$ cat config.mk
export PLATFORM = sky130hd
export DESIGN_NAME = smpf_sieve
export DESIGN_NICKNAME = d
export VERILOG_FILES = /design/src/rtl/core/smpf_pkg.sv /design/src/rtl/core/smpf_sieve.sv
export SDC_FILE = /design/constraint.sdc
export NUM_CORES = 1
export LEC_CHECK = 0
export ABC_CLOCK_PERIOD_IN_PS = 8730
export BUFFER_PORTS_ARGS = -buffer_cell sky130_fd_sc_hd__buf_2
export CAP_MARGIN = 10
export CORE_MARGIN = 4
export CORE_UTILIZATION = 50
export DETAILED_ROUTE_END_ITERATION = 10
export GPL_TIMING_DRIVEN = 0
export PLACE_DENSITY = 0.74
export SLEW_MARGIN = 10
export SYNTH_ARGS = -nofsm -noshare
export SYNTH_HDL_FRONTEND = slang
export SYNTH_SLANG_ARGS = --single-unit
$ cat constraint.sdc
create_clock -name clk -period 8.73 [get_ports clk]
set_input_delay 1.3095 -clock clk [delete_from_list [all_inputs] [get_ports clk]]
set_output_delay 1.3095 -clock clk [all_outputs]
set_load 0.03 [all_outputs]
$ cat src/rtl/core/smpf_pkg.sv
package smpf_pkg;

	localparam int VAL_W       = 10;
	localparam int TBL_MAX     = 1 << VAL_W;
	localparam int TDATA_W     = 16;
	localparam int MAX_RESULTS = 9;
	localparam int CNT_W       = 4;

	typedef struct packed {
		logic [VAL_W-1:0] spf;
		logic [VAL_W-1:0] cof;
	} entry_t;

	typedef struct packed {
		logic             wr_en;
		logic [VAL_W-1:0] wr_addr;
		entry_t           wr_data;
		logic [VAL_W-1:0] rd_addr;
	} tbl_req_t;

endpackage

$ cat src/rtl/core/smpf_sieve.sv
module smpf_sieve import smpf_pkg::*; #(
	parameter int DEPTH = 1024
) (
	input  logic     clk,
	input  logic     arst_n,
	input  entry_t   rd_data,
	output tbl_req_t req,
	output logic     table_ready
);

	localparam int AW = $clog2(DEPTH);
	localparam int CW = AW + 1;

	typedef enum logic [2:0] {
		S_INIT,
		S_PRD,
		S_PCHK,
		S_MRD,
		S_MCHK,
		S_DONE
	} state_t;

	state_t        state_q;
	logic [CW-1:0] i_q;
	logic [CW-1:0] j_q;
	logic [CW-1:0] k_q;
	logic          ready_q;
	logic          mark;

	// multiple still holds its own index, so no smaller prime got there first
	assign mark = (state_q == S_MCHK) && (CW'(rd_data.spf) > i_q);

	always_comb begin
		req         = '0;
		req.rd_addr = (state_q == S_MRD) ? VAL_W'(j_q) : VAL_W'(i_q);
		if (state_q == S_INIT) begin
			req.wr_en        = 1'b1;
			req.wr_addr      = VAL_W'(i_q);
			req.wr_data.spf  = VAL_W'(i_q);
			req.wr_data.cof  = VAL_W'(1);
		end else begin
			req.wr_en        = mark;
			req.wr_addr      = VAL_W'(j_q);
			req.wr_data.spf  = VAL_W'(i_q);
			req.wr_data.cof  = VAL_W'(k_q);
		end
	end

	assign table_ready = ready_q;

	always_ff @(posedge clk or negedge arst_n) begin
		if (!arst_n) begin
			state_q <= S_INIT;
			i_q     <= '0;
			j_q     <= '0;
			k_q     <= '0;
			ready_q <= 1'b0;
		end else begin
			case (state_q)
				S_INIT: begin
					if (i_q == CW'(DEPTH - 1)) begin
						i_q     <= CW'(2);
						state_q <= S_PRD;
					end else begin
						i_q <= i_q + 1'b1;
					end
				end
				S_PRD: begin
					if (i_q == CW'(DEPTH)) begin
						ready_q <= 1'b1;
						state_q <= S_DONE;
					end else begin
						state_q <= S_PCHK;
					end
				end
				S_PCHK: begin
					if (CW'(rd_data.spf) == i_q) begin
						j_q     <= i_q + i_q;
						k_q     <= CW'(2);
						state_q <= S_MRD;
					end else begin
						i_q     <= i_q + 1'b1;
						state_q <= S_PRD;
					end
				end
				S_MRD: begin
					if (j_q >= CW'(DEPTH)) begin
						i_q     <= i_q + 1'b1;
						state_q <= S_PRD;
					end else begin
						state_q <= S_MCHK;
					end
				end
				S_MCHK: begin
					j_q     <= j_q + i_q;
					k_q     <= k_q + 1'b1;
					state_q <= S_MRD;
				end
				S_DONE: begin
					ready_q <= 1'b1;
				end
				default: begin
					state_q <= S_INIT;
				end
			endcase
		end
	end

endmodule

==> metrics <==
full die area=between 7000 and 8000 um2; area fraction of the dominant cell type after synthesis=0.306; post-synth top area cell=dfrtp_1; Layout Skew=0.00214 ns; port buffer count=53; num rows=27; CP Class=input port to output port; Post-Syn Instances=332; Initial Utilization=0.526; Ports=64; worst hold start=k_q[9]; Final Hold Vio Count=0; routed via count=approximately 2600; CP Capture Type=output port; status=finished clean; H-tree levels=2; R2R depth=13; VDD IR max=169 uV; Final Power=approximately 820 uW; ys flop type=dfrtp_1; Syn Nets=378; Max Freq=roughly 240 MHz; Max Buffers Root-to-Sink=2; Detailed Route Iter0 Violations=140; CTS resizes=0; crit path launch=rd_data[11]; Die Y-Extent=84.8 um; GR Util met3=0.0402; Worst EP required=7.42 ns; post-CTS setup buffer count=0; Worst-Margin Slew=between 0.8 and 0.9 ns; fraction of registers with async set/reset=1.00; R2R Setup Slk=5.27 ns; vias in the first global route=2596; Final Critical Period=4.19 ns; Yosys cell types=53; peak fanout along the critical path=2; global route overflow=0; total track usage=0.220; Pre-antenna DRT Iters=4; met1 Use GR=0.306; Final setup viols=0; Post-synth EDFFs=0; share of cells above drive strength 1=0.288; Clk pin slew, worst setup/hold paths=0.07 ns; Leakage=around 0.0016 uW; hold crit path type=register to register; power per standard cell area=241 nW/um2; total wire length=roughly 7.4 mm; CP Launch Type=input port; Synth Warn #=0; Synth Register Bits=36; Synth area leaders=dfrtp_1, ha_1, mux2_2, o21ai_0, nand2_1; GRT busiest layer=met2; fin crit share=0.480; CTS buffer count=5; top cells by count, synth=o21ai_0, dfrtp_1, nand2_1; chip width=84.8 um; final net count=438; gpl congestion=0.858; DP Area=roughly 3300 um2; met2 Use GR=0.357; mean post-synth cell area=8.88 um2; CP arrival=2.88 ns; initial antenna violation count=0; root buffer cell=clkbuf_8; Clock Latency Late Sink=0.29 ns; max cap viols=0; area grow syn2layout=15.1%; Critical Path End=req[40]; Pins Over Slew Limit=0; DRC=0; mean number of vias per cell=5.69; DP HPWL=5.60 mm; WHS=0.473 ns; sequential fraction of the synthesis area=0.306; # clock sinks=36; unrepaired setup endpoints after global routing=false; n_diodes=0; pin count of the biggest net entering global routing=37; clock tree from TritonCTS=built; Final ANT Viol Nets=0; Rel. slew slack=0.437; reg-to-reg startpoint=state_q[1]; FF-to-FF End=j_q[10]; design area=about 3400 um2; Setup TNS=0 ns; CTS Hold Bufs=0; first-pass GRT wire length=12.9 mm; core box area=around 5600 um2; Netlist Area Pre-Place=2950 um2; Avg WL per Cell=15.9 um; most common cell in the netlist=o21ai_0
## stage by stage
stage	utilization	setup WS [ns]	std cells
finish	0.605	4.54	465
global route	0.605	4.52	465
CTS	0.605	4.55	465
detailed placement	0.589	4.57	457
global placement	0.589	4.56	457
floorplan	-	4.81	332
## area by class of cell
type                    count  area (um2)
repair buffers             53         265
plain buffers              26         174
inverters                  12        45.0
well taps                  72        90.1
flip-flops and latches     36         901
fillers                   517        2210
multi-input cells         258        1830
clock buffers               8        90.1
## layer usage
layer | routed length (um) | vias to the layer above
met2 | 3310 | 88
met3 | 466 | 9
met5 | 0 | -
met1 | 3560 | 1237
met4 | 75 | 0
li1 | - | 1311
## report_power, final
group / leakage [uW] / internal (uW) / total, uW / switching (uW)
clock network: 0.0000455 / 64.5 / 126 / 61.5
logic: 0.00117 / 187 / 456 / 268
registers: 0.000434 / 186 / 236 / 49.1
total: 0.00165 / 438 / 817 / 379
## logic make-up (layout without fill, tap and decap cells)
kind of cell               after synthesis  after routing  share of synthesized area
and+or+nand+nor                        114            114                      0.207
xor gates and xnor gates                11             11                     0.0327
DFF                                     36             36                      0.306
muxes                                   25             25                     0.0951
buffers and inverters                   38             99                     0.0743
adders and majority gates               24             24                      0.104
AOI/OAI and AO/OA                       84             84                      0.181
## placed cells by master, fill, tap and decap left out, drive strengths merged, types with 2 or more instances in the layout
master / count
nand3: 14
and4: 3
nor2b: 12
mux2: 24
a2bb2oi: 2
xnor2: 5
dfrtp: 36
o21bai: 5
ha: 23
nor3b: 3
and2: 5
o21ai: 39
nor4: 4
inv: 12
nor2: 12
nand4: 10
or2: 2
buf: 73
clkbuf: 14
o21a: 2
xor2: 6
a211oi: 4
nor3: 4
a21o: 7
a21oi: 13
nand2b: 3
nand2: 36
## worst max-delay path, cell delays in order
cell     delay, ns
buf_2         0.10
ha_1          0.29
nor2b_1       0.13
o21a_1        0.17
o21a_1        0.17
o31a_2        0.29
o211a_1       0.23
buf_2         0.18
## registers in the layout, summed over array words and instances, names as in the netlist
signal,count
j_q,11
i_q,11
table_ready,1
state_q,3
k_q,10
## worst min path at each step
stage,end,slack (ns),cells past startpoint
floorplan,k_q[9],0.44,1
global placement,k_q[9],0.45,1
detailed placement,k_q[9],0.46,1
CTS,k_q[9],0.47,1
global route,k_q[9],0.52,1
finish,k_q[9],0.47,1
No activity file was read; power rests on OpenSTA's default activity.
