==> config.mk <==
export PLATFORM = sky130hd
export DESIGN_NAME = smpf_query
export DESIGN_NICKNAME = d
export VERILOG_FILES = /design/src/rtl/core/smpf_pkg.sv /design/src/rtl/core/smpf_query.sv
export SDC_FILE = /design/constraint.sdc
export NUM_CORES = 1
export LEC_CHECK = 0
export BUFFER_PORTS_ARGS = -buffer_cell sky130_fd_sc_hd__buf_4
export CELL_PAD_IN_SITES_DETAIL_PLACEMENT = 0
export CELL_PAD_IN_SITES_GLOBAL_PLACEMENT = 1
export CORE_UTILIZATION = 32
export CTS_CLUSTER_SIZE = 40
export DETAILED_ROUTE_END_ITERATION = 16
export PLACE_DENSITY = 0.77
export SLEW_MARGIN = 20
export SYNTH_ARGS = -nofsm -noshare
export SYNTH_HDL_FRONTEND = slang
export SYNTH_SLANG_ARGS = --single-unit
export TNS_END_PERCENT = 100
==> constraint.sdc <==
create_clock -name clk -period 1.8 [get_ports clk]
set_input_delay 0.27 -clock clk [delete_from_list [all_inputs] [get_ports clk]]
set_output_delay 0.27 -clock clk [all_outputs]
set_load 0.01 [all_outputs]
==> src/rtl/core/smpf_pkg.sv <==
package smpf_pkg;

	localparam int VAL_W       = 10;
	localparam int TBL_MAX     = 1 << VAL_W;
	localparam int TDATA_W     = 16;
	localparam int MAX_RESULTS = 9;
	localparam int CNT_W       = 4;

	typedef struct packed {
		logic [VAL_W-1:0] spf;
		logic [VAL_W-1:0] cof;
	} entry_t;

	typedef struct packed {
		logic             wr_en;
		logic [VAL_W-1:0] wr_addr;
		entry_t           wr_data;
		logic [VAL_W-1:0] rd_addr;
	} tbl_req_t;

endpackage

==> src/rtl/core/smpf_query.sv <==
module smpf_query import smpf_pkg::*; #(
	parameter int MAX_N = 1024
) (
	input  logic             clk,
	input  logic             arst_n,
	input  logic             table_ready,
	input  logic             s_tvalid,
	output logic             s_tready,
	input  logic [VAL_W-1:0] query_value,
	output logic             m_tvalid,
	input  logic             m_tready,
	output logic [VAL_W-1:0] prime_factor,
	output logic             last_factor,
	output logic [VAL_W-1:0] rd_addr,
	input  entry_t           rd_data
);

	typedef enum logic [1:0] {
		Q_IDLE,
		Q_RD,
		Q_EMIT,
		Q_SPECIAL
	} state_t;

	state_t           state_q;
	logic [VAL_W-1:0] x_q;
	logic [CNT_W-1:0] cnt_q;
	logic             valid_q;
	logic [VAL_W-1:0] factor_q;
	logic             last_q;
	logic             out_free;
	logic             special;
	logic             fin;
	logic             load;

	assign s_tready     = table_ready && (state_q == Q_IDLE);
	assign rd_addr      = x_q;
	assign m_tvalid     = valid_q;
	assign prime_factor = factor_q;
	assign last_factor  = last_q;

	assign out_free = !valid_q || m_tready;
	assign special  = (query_value < VAL_W'(2)) || (32'(query_value) >= MAX_N);
	assign fin      = (rd_data.cof <= VAL_W'(1)) || (cnt_q == CNT_W'(MAX_RESULTS - 1));
	assign load     = out_free && ((state_q == Q_EMIT) || (state_q == Q_SPECIAL));

	always_ff @(posedge clk or negedge arst_n) begin
		if (!arst_n) begin
			state_q  <= Q_IDLE;
			x_q      <= '0;
			cnt_q    <= '0;
			valid_q  <= 1'b0;
			factor_q <= '0;
			last_q   <= 1'b0;
		end else begin
			if (load) begin
				valid_q <= 1'b1;
			end else if (m_tready) begin
				valid_q <= 1'b0;
			end
			case (state_q)
				Q_IDLE: begin
					if (s_tvalid && s_tready) begin
						x_q     <= query_value;
						cnt_q   <= '0;
						state_q <= special ? Q_SPECIAL : Q_RD;
					end
				end
				Q_RD: begin
					state_q <= Q_EMIT;
				end
				Q_EMIT: begin
					if (out_free) begin
						factor_q <= rd_data.spf;
						last_q   <= fin;
						if (fin) begin
							state_q <= Q_IDLE;
						end else begin
							x_q     <= rd_data.cof;
							cnt_q   <= cnt_q + 1'b1;
							state_q <= Q_RD;
						end
					end
				end
				Q_SPECIAL: begin
					if (out_free) begin
						factor_q <= '0;
						last_q   <= 1'b1;
						state_q  <= Q_IDLE;
					end
				end
				default: begin
					state_q <= Q_IDLE;
				end
			endcase
		end
	end

	a_mid_factor_prime: assert property (@(posedge clk) disable iff (!arst_n)
		valid_q && !last_q |-> factor_q >= VAL_W'(2))
		else $error("non-final factor below two");

	a_zero_is_last: assert property (@(posedge clk) disable iff (!arst_n)
		valid_q && (factor_q < VAL_W'(2)) |-> last_q)
		else $error("zero factor without last flag");

	a_cnt_bound: assert property (@(posedge clk) disable iff (!arst_n)
		state_q == Q_EMIT |-> cnt_q < CNT_W'(MAX_RESULTS))
		else $error("factor count past limit");

	a_ready_sticky: assert property (@(posedge clk) disable iff (!arst_n)
		table_ready |=> table_ready)
		else $error("table ready dropped");

	a_one_at_a_time: assert property (@(posedge clk) disable iff (!arst_n)
		s_tvalid && s_tready |=> !s_tready)
		else $error("second query taken while busy");

endmodule

==> results.txt <==
Root Driver: clkbuf_8
M1 GR Usage: 19.0%
I/O pin total: 58
row count: 24
number of global-route vias before repair: 1265
max-slew violation count: 0
PD cells: 1600 mW/mm^2
Port Buffer Count: 57
Synth Register Bits: 28
Mapped Nets: 181
Total Neg Setup Slack: 0 ns
CTS tree: yes
Ant. Diodes: 0
outcome: finished, final reports clean
H-tree Lvls: 1
residual DRC count: 0
Hold Path Class: input pin to flop
global-route wire length before repair: 5800 microns
share of layout cells above drive strength 1: 44.7%
M2 GR Usage: 25.0%
CP startpoint: state_q[1]
min-delay src: rd_data[12]
Slew headroom: 69.3%
Sink Count: 28
Crit Path Class: flop to flop
synth unique cells: 29
Initial Util: 33.3%
Worst Tran Pin Value: 0.461 ns
core box area: 0.00432 sq mm
CP required: 1.96 ns
Final period util: 99.6%
Mean Syn Cell Area: 9.99 sq um
crit path DAT: 1.96 ns
gr ovfl total: 0
deepest clock path buffer count: 2
GR peak layer: met2
Wirelength per Cell: 12.8 microns
fin cells: 271
placed instance count: 262
yosys warns: 0
fmax: 558 MHz
launching element type of the critical path: flop
clk_lat worst skew: 0.28 ns
via count: 1264
HPWL Detailed: 2570 microns
Mapped Cells: 144
RSZ-0062 raised after global routing: yes
Routed WL: 3470 microns
max_cap viols: 0
sequential element share of the synthesized area: 48.7%
GR Util met3: 5.12%
pin count of the biggest net entering global routing: 29
initial antenna violation count: 0
CTS buffer count: 3
area of the mapped netlist: 0.00144 sq mm
RR Startpoint: state_q[1]
Critical Path Fanout Max: 7
total track usage: 14.8%
die span in x: 69.1 microns
Syn-to-layout area delta: 50.6%
gpl congestion: 0.792
CTS clk-pin slew, worst paths: 0.10 ns
VDD IR max: 648 uV
Die ar.: 0.00477 sq mm
Layout Nets: 257
First-pass DRT Iterations: 4
top area cells in the synthesized netlist: dfrtp_1, nand2_1, mux2_4, nand2b_1, o21ai_0
vias per inst: 4.66
Tot Pwr: 3.48 mW
post-synth top area share: 48.7%
Die Height: 69.1 microns
Layout Skew: 0.00824 ns
Setup-failing EPs final: 0
dominant cell type by area after synthesis: dfrtp_1
Critical Path Sink Type: flop
initial drt markers: 45
Final Util: 50.1%
min cycle time layout: 1.79 ns
Final Hold Viols: 0
Leakage: 1.08 nW
Antenna Nets Post-Route: 0
==> final cells by class <==
cell class | count | area, sq um
well taps | 52 | 65.1
clock buffers | 3 | 41.3
multi-input cells | 107 | 701
fillers | 440 | 2160
inverters | 2 | 7.51
flip-flops and latches | 28 | 701
clock inverters | 1 | 30.0
repair buffers | 78 | 622
==> kinds of logic after synthesis <==
family / Yosys count / synth area share, %
buffers and inverters: 9 / 3.13
AOI/OAI and AO/OA: 15 / 7.22
and+or+nand+nor: 76 / 26.7
DFF: 28 / 48.7
muxes: 14 / 12.5
adders and majority gates: 2 / 1.74
==> sequential cells by signal (all words and copies together), names as in the netlist <==
register      cells
prime_factor     10
rd_addr          10
cnt_q             4
state_q           2
last_factor       1
m_tvalid          1
==> critical path, cell delays in order (launching register included) <==
cell and delay (ns):
dfrtp_1 0.40, buf_6 0.14, and4b_2 0.26, a2111oi_4 0.35
clkbuf_16 0.25, mux2_4 0.29
==> synth_stat cells <==
cell type / count
a2111oi_4: 1
a21oi_1: 2
and2_1: 2
and4b_1: 1
buf_4: 1
buf_6: 1
clkbuf_1: 5
dfrtp_1: 28
ha_1: 2
inv_1: 2
mux2_2: 4
mux2_4: 7
mux2i_1: 3
nand2_1: 46
nand2b_1: 13
nand3_1: 2
nand3b_1: 1
nand4_1: 1
nor2_1: 3
nor2b_1: 1
nor3_1: 1
nor4_1: 1
nor4_4: 1
nor4b_1: 1
o21ai_0: 10
o21bai_1: 1
o41ai_1: 1
or4_4: 1
or4b_4: 1
==> per-layer routing <==
layer,vias to the layer above,part of all wire (%)
met4,0,0.37
met3,2,7.7
li1,629,-
met5,-,0
met2,48,46
met1,585,46
==> repair_timing <==
| action | in CTS | in global routing |
|---|---|---|
| endpoints found under the hold margin | 28 | 0 |
| resized for setup | 2 | 2 |
| hold buffers | 1 | 0 |
| endpoints found under the setup margin | 14 | 12 |
| gates cloned | 0 | 1 |
| pin swaps | 1 | 2 |
| setup buffers | 1 | 2 |
==> report_power, final <==
group	total [mW]	leakage [nW]	switching, mW	internal [mW]
clock network	0.499	0.0357	0.201	0.298
logic	1.90	0.701	0.818	1.08
registers	1.08	0.347	0.163	0.918
==> cell usage in the layout (no fill, tap or decap) <==
master and instances:
mux2_2 3, dfrtp_1 28, clkbuf_8 3, o41ai_1 1, o21bai_1 1, mux2i_1 3, nor2b_1 1, a2111oi_4 1
buf_6 1, inv_1 2, o21ai_0 10, buf_12 1, nand3b_1 1, nand2_1 46, nor4_4 1, nand2b_1 13
a21oi_1 2, nor4_1 1, nand4_1 1, nor3_1 1, and2_1 2, mux2_4 8, or4_4 1, nand3_1 2
dlygate4sd3_1 1, bufinv_16 1, clkbuf_16 1, ha_1 1, nor4b_1 1, and4b_2 1, nor2_1 3, or4b_4 1
buf_4 74, ha_2 1
==> final timing paths <==
kind	slack, ns	to	depth (start not counted)
min in group asynchronous	0.44	prime_factor[8]	2
hold reg to reg	0.49	prime_factor[0]	2
setup reg to reg	0.008	cnt_q[0]	5
hold / removal	0.24	prime_factor[2]	3
setup / recovery	0.008	cnt_q[0]	5
max in group asynchronous	1.08	rd_addr[7]	2
==> through the flow <==
step	setup WS, ns	hold slack [ns]	area, sq um
4_1_cts	-0.0299	0.245	2120
2_1_floorplan	-0.00538	-0.0256	1440
3_5_place_dp	-0.436	0.220	2010
6_report	0.00785	0.241	2170
5_1_grt	-0.0585	0.251	2170
3_3_place_gp	-0.378	0.215	2010
Power figures use the tool's default switching activity.
